### config.mk
export PLATFORM = sky130hd
export DESIGN_NAME = rational_add_multiply_reduce_flat
export DESIGN_NICKNAME = d
export VERILOG_FILES = /design/src/design/rama_pkg.sv /design/src/design/rama_if.sv /design/src/design/rational_add_multiply_reduce.sv /design/src/flat_wrapper.sv
export SDC_FILE = /design/constraint.sdc
export NUM_CORES = 2
export LEC_CHECK = 0
export BUFFER_PORTS_ARGS = -buffer_cell sky130_fd_sc_hd__buf_4
export CAP_MARGIN = 20
export CORE_MARGIN = 1.5
export CORE_UTILIZATION = 50
export CTS_CLUSTER_DIAMETER = 150
export CTS_CLUSTER_SIZE = 8
export DETAILED_ROUTE_END_ITERATION = 8
export HOLD_SLACK_MARGIN = 0.08
export PLACE_DENSITY = 0.75
export SLEW_MARGIN = 25
export SYNTH_ARGS = -nofsm -noshare
export SYNTH_HDL_FRONTEND = slang
export SYNTH_SLANG_ARGS = --single-unit
### constraint.sdc
create_clock -name clk -period 13.7 [get_ports clk]
set_clock_uncertainty 0.1 [all_clocks]
set_input_delay 2.055 -clock clk [delete_from_list [all_inputs] [get_ports clk]]
set_output_delay 2.055 -clock clk [all_outputs]
set_load 0.03 [all_outputs]
### src/design/rama_pkg.sv
// package for the rational add / multiply block: widths, microcode and control word types
`timescale 1ns / 1ps
`default_nettype none

package rama_pkg;

  localparam int IN_WIDTH  = 16;
  localparam int DEN_IN_W  = IN_WIDTH - 1;
  localparam int OUT_NUM_W = 32;
  localparam int OUT_DEN_W = 30;

  localparam int MUL_W  = IN_WIDTH + 1;
  localparam int PROD_W = 2 * MUL_W;
  localparam int ACC_W  = 2 * IN_WIDTH;
  localparam int MAG_W  = 2 * IN_WIDTH;
  localparam int DEN_W  = 2 * IN_WIDTH - 2;
  localparam int CNT_W  = $clog2(MAG_W);
  localparam int K_W    = $clog2(MAG_W + 1);

  localparam int UC_DEPTH = 17;
  localparam int PC_W     = $clog2(UC_DEPTH);

  typedef logic [PC_W-1:0] upc_t;

  typedef enum logic [3:0] {
    OP_NOP,
    OP_LOADN,
    OP_ADDN,
    OP_LOADD,
    OP_GINIT,
    OP_HALVE_BOTH,
    OP_HALVE_X,
    OP_HALVE_Y,
    OP_SUBSWAP,
    OP_DIVINIT_NUM,
    OP_DIVSTEP,
    OP_DIVINIT_DEN,
    OP_FINISH,
    OP_OUT_DZ,
    OP_OUT_NZ
  } uop_t;

  typedef enum logic [1:0] {
    MS_FIRST,
    MS_BN_AD,
    MS_AD_BD
  } mulsel_t;

  typedef enum logic [2:0] {
    C_NEVER,
    C_DZERO,
    C_NZERO,
    C_BOTH_EVEN,
    C_X_EVEN,
    C_Y_EVEN,
    C_NE,
    C_CNT_NZ
  } cond_t;

  typedef struct packed {
    uop_t    op;
    mulsel_t msel;
    cond_t   cond;
    upc_t    target;
  } uword_t;

  // microcode addresses
  localparam upc_t A_START      = upc_t'(0);
  localparam upc_t A_LOADN      = upc_t'(1);
  localparam upc_t A_ADDN       = upc_t'(2);
  localparam upc_t A_LOADD      = upc_t'(3);
  localparam upc_t A_GINIT      = upc_t'(4);
  localparam upc_t A_ZCHK       = upc_t'(5);
  localparam upc_t A_HALVE_BOTH = upc_t'(6);
  localparam upc_t A_HALVE_X    = upc_t'(7);
  localparam upc_t A_HALVE_Y    = upc_t'(8);
  localparam upc_t A_SUBSWAP    = upc_t'(9);
  localparam upc_t A_DIVN_INIT  = upc_t'(10);
  localparam upc_t A_DIVN       = upc_t'(11);
  localparam upc_t A_DIVD_INIT  = upc_t'(12);
  localparam upc_t A_DIVD       = upc_t'(13);
  localparam upc_t A_FINISH     = upc_t'(14);
  localparam upc_t A_DZ         = upc_t'(15);
  localparam upc_t A_NZ         = upc_t'(16);

  function automatic uword_t uw(uop_t op, mulsel_t msel, cond_t cond, upc_t target);
    uword_t w;
    w.op     = op;
    w.msel   = msel;
    w.cond   = cond;
    w.target = target;
    return w;
  endfunction

  // control store
  function automatic uword_t ucode(upc_t addr);
    uword_t w;
    case (addr)
      A_START:      w = uw(OP_NOP,         MS_FIRST, C_NEVER,     A_START);
      A_LOADN:      w = uw(OP_LOADN,       MS_BN_AD, C_NEVER,     A_START);
      A_ADDN:       w = uw(OP_ADDN,        MS_AD_BD, C_NEVER,     A_START);
      A_LOADD:      w = uw(OP_LOADD,       MS_FIRST, C_NEVER,     A_START);
      A_GINIT:      w = uw(OP_GINIT,       MS_FIRST, C_DZERO,     A_DZ);
      A_ZCHK:       w = uw(OP_NOP,         MS_FIRST, C_NZERO,     A_NZ);
      A_HALVE_BOTH: w = uw(OP_HALVE_BOTH,  MS_FIRST, C_BOTH_EVEN, A_HALVE_BOTH);
      A_HALVE_X:    w = uw(OP_HALVE_X,     MS_FIRST, C_X_EVEN,    A_HALVE_X);
      A_HALVE_Y:    w = uw(OP_HALVE_Y,     MS_FIRST, C_Y_EVEN,    A_HALVE_Y);
      A_SUBSWAP:    w = uw(OP_SUBSWAP,     MS_FIRST, C_NE,        A_HALVE_Y);
      A_DIVN_INIT:  w = uw(OP_DIVINIT_NUM, MS_FIRST, C_NEVER,     A_START);
      A_DIVN:       w = uw(OP_DIVSTEP,     MS_FIRST, C_CNT_NZ,    A_DIVN);
      A_DIVD_INIT:  w = uw(OP_DIVINIT_DEN, MS_FIRST, C_NEVER,     A_START);
      A_DIVD:       w = uw(OP_DIVSTEP,     MS_FIRST, C_CNT_NZ,    A_DIVD);
      A_FINISH:     w = uw(OP_FINISH,      MS_FIRST, C_NEVER,     A_START);
      A_DZ:         w = uw(OP_OUT_DZ,      MS_FIRST, C_NEVER,     A_START);
      A_NZ:         w = uw(OP_OUT_NZ,      MS_FIRST, C_NEVER,     A_START);
      default:      w = uw(OP_NOP,         MS_FIRST, C_NEVER,     A_START);
    endcase
    return w;
  endfunction

endpackage

`default_nettype wire

### src/design/rama_if.sv
// valid / ready channel interfaces for operand items and result items
`timescale 1ns / 1ps
`default_nettype none

interface rama_in_if
  import rama_pkg::*;
();
  logic                       valid;
  logic                       ready;
  logic                       mode;
  logic signed [IN_WIDTH-1:0] a_num;
  logic        [DEN_IN_W-1:0] a_den;
  logic signed [IN_WIDTH-1:0] b_num;
  logic        [DEN_IN_W-1:0] b_den;

  modport source (output valid, mode, a_num, a_den, b_num, b_den, input ready);
  modport sink   (input valid, mode, a_num, a_den, b_num, b_den, output ready);
endinterface

interface rama_out_if
  import rama_pkg::*;
();
  logic                        valid;
  logic                        ready;
  logic signed [OUT_NUM_W-1:0] res_num;
  logic        [OUT_DEN_W-1:0] res_den;

  modport source (output valid, res_num, res_den, input ready);
  modport sink   (input valid, res_num, res_den, output ready);
endinterface

`default_nettype wire

### src/design/rational_add_multiply_reduce.sv
// top level: microcoded rational add / multiply with reduction to lowest terms
`timescale 1ns / 1ps
`default_nettype none

// Takes one item (mode, a_num/a_den, b_num/b_den) at a time and returns one reduced fraction
// with a positive denominator. A zero numerator gives 0/1, a zero denominator gives 0/0.
// A short microprogram drives one shared multiplier, a binary gcd unit (subtract and halve)
// and a one-bit-a-cycle restoring divider. Each item runs through the multiply steps, the two
// zero checks, the gcd loop (halving steps and subtract steps), two divisions by the gcd
// (numerator, then denominator) and a step that loads the result; a zero denominator or a
// zero numerator jumps from its zero check straight to the step that loads the result.
// The next item is taken as soon as the result is in the output register, even if that
// result has not yet been collected.
module rational_add_multiply_reduce
  import rama_pkg::*;
(
  input  wire        clk,
  input  wire        rst_n,
  rama_in_if.sink    in_ch,
  rama_out_if.source out_ch
);

  localparam int EXT_N = (MAG_W + 1 > OUT_NUM_W) ? MAG_W + 1 : OUT_NUM_W;
  localparam int EXT_D = (MAG_W > OUT_DEN_W) ? MAG_W : OUT_DEN_W;

  // sequencer
  logic   busy_r;
  upc_t   pc_r;
  upc_t   pc_nxt;
  uword_t uw_cur;
  logic   cond_hit;
  logic   fin;
  logic   stall;
  logic   adv;

  // captured operands
  logic                       mode_r;
  logic signed [IN_WIDTH-1:0] an_r;
  logic        [DEN_IN_W-1:0] ad_r;
  logic signed [IN_WIDTH-1:0] bn_r;
  logic        [DEN_IN_W-1:0] bd_r;

  // datapath
  logic signed [MUL_W-1:0]  mul_a;
  logic signed [MUL_W-1:0]  mul_b;
  logic signed [PROD_W-1:0] prod_r;
  logic signed [ACC_W-1:0]  acc_r;
  logic [DEN_W-1:0]         den_r;
  logic [MAG_W-1:0]         mag_r;
  logic                     neg_r;
  logic [MAG_W-1:0]         gx_r;
  logic [MAG_W-1:0]         gy_r;
  logic [K_W-1:0]           k_r;
  logic [MAG_W-1:0]         div_r;
  logic [MAG_W-1:0]         q_r;
  logic [MAG_W-1:0]         rem_r;
  logic [CNT_W-1:0]         cnt_r;
  logic [MAG_W:0]           div_sh;
  logic [MAG_W:0]           div_trial;
  logic                     div_ge;

  // result conversion
  logic signed [MAG_W:0]     snum;
  logic signed [EXT_N-1:0]   ext_num;
  logic        [EXT_D-1:0]   ext_den;

  // output register
  logic                        out_valid_r;
  logic signed [OUT_NUM_W-1:0] res_num_r;
  logic        [OUT_DEN_W-1:0] res_den_r;

  assign uw_cur = ucode(pc_r);
  assign fin    = (uw_cur.op == OP_FINISH) || (uw_cur.op == OP_OUT_DZ) ||
                  (uw_cur.op == OP_OUT_NZ);
  assign stall  = fin && out_valid_r && !out_ch.ready;
  assign adv    = busy_r && !stall;

  assign in_ch.ready    = !busy_r;
  assign out_ch.valid   = out_valid_r;
  assign out_ch.res_num = res_num_r;
  assign out_ch.res_den = res_den_r;

  always_comb begin
    case (uw_cur.cond)
      C_NEVER:     cond_hit = 1'b0;
      C_DZERO:     cond_hit = (den_r == '0);
      C_NZERO:     cond_hit = (acc_r == '0);
      C_BOTH_EVEN: cond_hit = !gx_r[0] && !gy_r[0];
      C_X_EVEN:    cond_hit = !gx_r[0];
      C_Y_EVEN:    cond_hit = !gy_r[0];
      C_NE:        cond_hit = (gx_r != gy_r);
      C_CNT_NZ:    cond_hit = (cnt_r != '0);
      default:     cond_hit = 1'b0;
    endcase
    pc_nxt = cond_hit ? uw_cur.target : upc_t'(pc_r + 1'b1);
  end

  // shared multiplier operand selection
  always_comb begin
    case (uw_cur.msel)
      MS_FIRST: begin
        mul_a = MUL_W'(an_r);
        mul_b = mode_r ? MUL_W'(bn_r) : signed'({2'b00, bd_r});
      end
      MS_BN_AD: begin
        mul_a = MUL_W'(bn_r);
        mul_b = signed'({2'b00, ad_r});
      end
      MS_AD_BD: begin
        mul_a = signed'({2'b00, ad_r});
        mul_b = signed'({2'b00, bd_r});
      end
      default: begin
        mul_a = '0;
        mul_b = '0;
      end
    endcase
  end

  // restoring division step
  assign div_sh    = {rem_r, q_r[MAG_W-1]};
  assign div_trial = div_sh - {1'b0, div_r};
  assign div_ge    = (div_sh >= {1'b0, div_r});

  assign snum    = neg_r ? -signed'({1'b0, mag_r}) : signed'({1'b0, mag_r});
  assign ext_num = EXT_N'(snum);
  assign ext_den = EXT_D'(q_r);

  always_ff @(posedge clk) begin
    if (!rst_n) begin
      busy_r      <= 1'b0;
      pc_r        <= A_START;
      out_valid_r <= 1'b0;
    end else begin
      if (in_ch.valid && in_ch.ready) begin
        busy_r <= 1'b1;
        pc_r   <= A_START;
      end else if (adv) begin
        pc_r <= pc_nxt;
        if (fin) begin
          busy_r <= 1'b0;
        end
      end
      if (adv && fin) begin
        out_valid_r <= 1'b1;
      end else if (out_ch.ready) begin
        out_valid_r <= 1'b0;
      end
    end
  end

  always_ff @(posedge clk) begin
    if (in_ch.valid && in_ch.ready) begin
      mode_r <= in_ch.mode;
      an_r   <= in_ch.a_num;
      ad_r   <= in_ch.a_den;
      bn_r   <= in_ch.b_num;
      bd_r   <= in_ch.b_den;
    end
    if (adv) begin
      prod_r <= mul_a * mul_b;
      case (uw_cur.op)
        OP_NOP: begin
        end
        OP_LOADN: begin
          acc_r <= prod_r[ACC_W-1:0];
        end
        OP_ADDN: begin
          if (!mode_r) begin
            acc_r <= acc_r + signed'(prod_r[ACC_W-1:0]);
          end
        end
        OP_LOADD: begin
          den_r <= prod_r[DEN_W-1:0];
        end
        OP_GINIT: begin
          neg_r <= acc_r[ACC_W-1];
          mag_r <= acc_r[ACC_W-1] ? MAG_W'(-acc_r) : MAG_W'(acc_r);
          gx_r  <= acc_r[ACC_W-1] ? MAG_W'(-acc_r) : MAG_W'(acc_r);
          gy_r  <= MAG_W'(den_r);
          k_r   <= '0;
        end
        OP_HALVE_BOTH: begin
          if (!gx_r[0] && !gy_r[0]) begin
            gx_r <= gx_r >> 1;
            gy_r <= gy_r >> 1;
            k_r  <= k_r + 1'b1;
          end
        end
        OP_HALVE_X: begin
          if (!gx_r[0]) begin
            gx_r <= gx_r >> 1;
          end
        end
        OP_HALVE_Y: begin
          if (!gy_r[0]) begin
            gy_r <= gy_r >> 1;
          end
        end
        OP_SUBSWAP: begin
          if (gx_r > gy_r) begin
            gx_r <= gy_r;
            gy_r <= gx_r - gy_r;
          end else begin
            gy_r <= gy_r - gx_r;
          end
        end
        OP_DIVINIT_NUM: begin
          div_r <= gx_r << k_r;
          q_r   <= mag_r;
          rem_r <= '0;
          cnt_r <= CNT_W'(MAG_W - 1);
        end
        OP_DIVSTEP: begin
          cnt_r <= cnt_r - 1'b1;
          if (div_ge) begin
            rem_r <= div_trial[MAG_W-1:0];
            q_r   <= {q_r[MAG_W-2:0], 1'b1};
          end else begin
            rem_r <= div_sh[MAG_W-1:0];
            q_r   <= {q_r[MAG_W-2:0], 1'b0};
          end
        end
        OP_DIVINIT_DEN: begin
          mag_r <= q_r;
          q_r   <= MAG_W'(den_r);
          rem_r <= '0;
          cnt_r <= CNT_W'(MAG_W - 1);
        end
        OP_FINISH: begin
          res_num_r <= ext_num[OUT_NUM_W-1:0];
          res_den_r <= ext_den[OUT_DEN_W-1:0];
        end
        OP_OUT_DZ: begin
          res_num_r <= '0;
          res_den_r <= '0;
        end
        OP_OUT_NZ: begin
          res_num_r <= '0;
          res_den_r <= OUT_DEN_W'(1);
        end
        default: begin
        end
      endcase
    end
  end

endmodule

`default_nettype wire

### src/flat_wrapper.sv
// flat-port wrapper written by rule: the top's interface ports become plain ports
module rational_add_multiply_reduce_flat import rama_pkg::*;
  (clk, rst_n, in_ch_valid, in_ch_mode, in_ch_a_num, in_ch_a_den, in_ch_b_num, in_ch_b_den, in_ch_ready, out_ch_valid, out_ch_res_num, out_ch_res_den, out_ch_ready);
  rama_in_if in_ch_i ();
  rama_out_if out_ch_i ();
  input  wire clk;
  input  wire rst_n;
  input wire logic [$bits(in_ch_i.valid)-1:0] in_ch_valid;
  input wire logic [$bits(in_ch_i.mode)-1:0] in_ch_mode;
  input wire logic [$bits(in_ch_i.a_num)-1:0] in_ch_a_num;
  input wire logic [$bits(in_ch_i.a_den)-1:0] in_ch_a_den;
  input wire logic [$bits(in_ch_i.b_num)-1:0] in_ch_b_num;
  input wire logic [$bits(in_ch_i.b_den)-1:0] in_ch_b_den;
  output wire logic [$bits(in_ch_i.ready)-1:0] in_ch_ready;
  output wire logic [$bits(out_ch_i.valid)-1:0] out_ch_valid;
  output wire logic [$bits(out_ch_i.res_num)-1:0] out_ch_res_num;
  output wire logic [$bits(out_ch_i.res_den)-1:0] out_ch_res_den;
  input wire logic [$bits(out_ch_i.ready)-1:0] out_ch_ready;
  assign in_ch_i.valid = in_ch_valid;
  assign in_ch_i.mode = in_ch_mode;
  assign in_ch_i.a_num = in_ch_a_num;
  assign in_ch_i.a_den = in_ch_a_den;
  assign in_ch_i.b_num = in_ch_b_num;
  assign in_ch_i.b_den = in_ch_b_den;
  assign in_ch_ready = in_ch_i.ready;
  assign out_ch_valid = out_ch_i.valid;
  assign out_ch_res_num = out_ch_i.res_num;
  assign out_ch_res_den = out_ch_i.res_den;
  assign out_ch_i.ready = out_ch_ready;
  rational_add_multiply_reduce u_core (.clk(clk), .rst_n(rst_n), .in_ch(in_ch_i), .out_ch(out_ch_i));
endmodule
==> impl_metrics.csv <==
group,metric,value,unit
outcome,status,"finished, final reports clean",
synth,netlist_area,37200,um2
synth,synth_edf_count,423,
power_and_ir_drop,peakVddDrop,836,uV
sta,finalHoldViolations,0,
cells_and_area,final_cell_mix,"inv_1, edfxtp_1, nor2_1, nand2_1, fa_1",
routing,wl_per_cell,20.7,um
sta,worst_pin_slew,1.08,ns
synth,seq_area_frac_synth,0.353,
synth,synth-main-ff-cell,"edfxtp_1",
routing,ant_nets,0,
sta,timing.hold.ws,0.348,ns
sta,fin_crit_sh,0.609,
worst_setup_path,slowest_delay,0.85,ns
cts,cts_hold_buf,0,
cts,path_clk_slew,0.06,ns
cts,root_buffer,"clkbuf_16",
cts,clock-sinks,444,
cts,cts_tree,"built",
worst_setup_path,worst_setup_path_end_kind,"flip-flop",
worst_setup_path,start_kind,"flip-flop",
routing,via_count,28665,
synth,synthArstFlopShare,0,
synth,synthesis.nets,4350,
worst_setup_path,reg2reg_depth,30,
routing,wl,101000,um
die,ios,131,
worst_setup_path,required,13.94,ns
worst_setup_path,crit_type,"flip-flop to flip-flop",
placement,place_hpwl,78000,um
sta,relSlewSlack,0.278,
synth,ys_types,93,
cts,cts_setup_buffers,0,
placement,port_buffers,130,
grt,overflow,0,
worst_setup_path,crit_start,"u_core.uw_cur[8]",
routing,drc,0,
grt,antenna_found_initial,0,
worst_setup_path,arrival,8.58,ns
synth,synth_area_per_cell,9.84,um2
sta,setup_violations,0,
worst_setup_path,timing.rr.end,"u_core.prod_r[31]",
worst_setup_path,rrSetupSlack,5.36,ns
power_and_ir_drop,p_leak,17.2,nW
worst_setup_path,timing.critical_path.to,"u_core.prod_r[31]",
worst_setup_path,crit_fanout,44,
cells_and_area,final_common_cell,"inv_1",
sta,setup_tns,0,ns
power_and_ir_drop,p_per_area,254,nW/um2
routing,firstDrtPassIters,6,
cts,ctsResizeCount,0,
grt,grt_use_total,0.268,
grt,grt_pass1_vias,28744,
die,die_height,276,um
cells_and_area,syn2layout_area_growth,10.3,%
cts,cts_buffers,61,
worst_setup_path,critPathSlowestCell,"nor2b_1",
cells_and_area,antenna-diode-count,0,
sta,max_freq,120,MHz
placement,gp_congestion,0.999,
hold_path,holdCritPathClass,"flip-flop to flip-flop",
die,dieArea,76100,um2
cts,clockBufferDepth,3,
grt,use_met1,0.344,
cells_and_area,drive_gt1_frac,0.0885,
grt,global_route.usage.met2,0.458,
worst_setup_path,worst_path_most_repeated_cell,"fa_1",
synth,synthCells,3783,
sta,rsz0062_at_grt,"false",
die,core_area,73300,um2
die,die_w,276,um
cells_and_area,fill_cells,6363,
worst_setup_path,reg2reg_from,"u_core.uw_cur[8]",
grt,grt_pass1_wl,158000,um
cts,clk_latency,0.67,ns
cts,htreeDepth,2,
grt,grt_max_degree,65,
synth,ys_seq_elements,444,
sta,drv_slew,0,
synth,yosysWarningCount,0,
grt,top_usage_layer,"met2",
die,initial_core_util,0.508,
routing,viasPerCell,5.90,
job,maxCapViolCount,0,
die,row_count,99,
grt,grt_use_met3,0.0342,
routing,drt_iter0_drc,2621,
cells_and_area,fin_nets,4440,
sta,period_needed,8.34,ns
[flip-flops by register name (all words and copies together) (netlist names), 30 cells and up]
name                   flops
u_core.div_r              32
u_core.out_ch.res_den     30
u_core.mag_r              32
u_core.den_r              30
u_core.acc_r              32
u_core.out_ch.res_num     32
u_core.prod_r             32
u_core.rem_r              32
u_core.gy_r               32
u_core.ext_den            32
u_core.gx_r               32
[per-layer routing]
layer  vias up  routed length [um]  share of wire
met5         -                   0              0
met4         0                4210          0.042
met3       243                7190          0.071
met2      1111               49400           0.49
met1     14029               40000           0.40
li1      13282                   -              -
[cells in the mapped netlist (8+ instances only)]
cell type | n | area share
inv_1 | 438 | 0.044
o21a_1 | 21 | 0.0042
o21ai_1 | 34 | 0.0046
or2_2 | 13 | 0.0022
edfxtp_1 | 423 | 0.34
or3_1 | 30 | 0.0050
a21boi_0 | 12 | 0.0024
xor2_1 | 93 | 0.022
mux2i_1 | 97 | 0.026
nand3b_1 | 9 | 0.0018
and2_1 | 24 | 0.0040
mux4_2 | 22 | 0.013
nor3b_1 | 16 | 0.0032
buf_2 | 14 | 0.0019
clkbuf_1 | 125 | 0.013
a21oi_1 | 246 | 0.033
nand4_1 | 23 | 0.0039
nand3_1 | 33 | 0.0044
and3_1 | 17 | 0.0029
o31ai_1 | 28 | 0.0056
xnor2_1 | 78 | 0.018
o21ai_0 | 205 | 0.028
a21o_1 | 62 | 0.013
o211ai_1 | 11 | 0.0022
dfxtp_1 | 21 | 0.011
a22oi_1 | 72 | 0.015
nor3_1 | 41 | 0.0055
nor2b_1 | 57 | 0.0096
nor2_1 | 401 | 0.040
mux2_2 | 16 | 0.0048
a221o_1 | 8 | 0.0022
nand2_1 | 330 | 0.033
fa_1 | 279 | 0.15
buf_1 | 12 | 0.0012
nand2b_1 | 42 | 0.0071
or4_1 | 10 | 0.0020
o21bai_1 | 22 | 0.0044
a31oi_1 | 19 | 0.0032
o22ai_1 | 9 | 0.0015
nor4_1 | 11 | 0.0018
a211oi_1 | 31 | 0.0063
ha_1 | 221 | 0.074
[through the flow]
step / cells / area (um2) / setup WS (ns) / total power (W) / util
after floorplan: 3783 / 37200 / 5.92 / 0.00750 / -
after global placement: 4767 / 39300 / 5.32 / 0.00880 / 0.536
after detailed placement: 4769 / 39300 / 5.20 / 0.00905 / 0.536
after CTS: 4859 / 41000 / 5.16 / 0.0105 / 0.560
after global routing: 4859 / 41000 / 4.77 / 0.0115 / 0.560
final: 4859 / 41000 / 5.36 / 0.0104 / 0.560
[logic make-up after synthesis]
family,Yosys count,synth area share
xor+xnor,171,0.0402
buf+inv,597,0.0613
mux,138,0.0452
simple gates,1087,0.134
flops,444,0.353
compound gates,846,0.142
fa+ha+maj,500,0.224
[where the power goes]
group	leakage, nW	switching, W	internal [W]
registers	4.04	0.0000672	0.00195
clock network	0.823	0.000586	0.000819
logic	12.4	0.00389	0.00310
[area by class of cell]
| type | instances | area [um2] | share of cell area |
|---|---|---|---|
| multi-input combinational | 2742 | 21900 | 0.534 |
| sequential | 444 | 13100 | 0.320 |
| inverter | 441 | 1660 | 0.0403 |
| clock buffer | 87 | 1650 | 0.0401 |
| timing repair buffer | 183 | 1410 | 0.0343 |
| tap | 959 | 1200 | 0.0292 |
| clock inverter | 3 | 76.3 | 0.00186 |
[worst max-delay path: cells and delay by family, from the launching register on]
family / cells / cell delay [ns]
AO/OA/AOI/OAI: 12 / 1.85
XOR/XNOR: 1 / 0.10
adder cells (fa/ha/maj): 7 / 3.45
buffers and inverters: 6 / 0.81
flip-flops: 1 / 0.30
AND/OR/NAND/NOR: 4 / 1.39
[worst min path at each step]
stage                                start               to  slack (ns)  cells past startpoint
after CTS                 u_core.prod_r[3]  u_core.den_r[3]        0.35                      0
final                     u_core.prod_r[3]  u_core.den_r[3]        0.35                      0
after detailed placement  u_core.prod_r[0]  u_core.den_r[0]        0.37                      0
after floorplan           u_core.prod_r[0]  u_core.den_r[0]        0.35                      0
after global placement    u_core.prod_r[0]  u_core.den_r[0]        0.36                      0
after global routing      u_core.prod_r[3]  u_core.den_r[3]        0.35                      0
(Power assumes the default switching activity.)
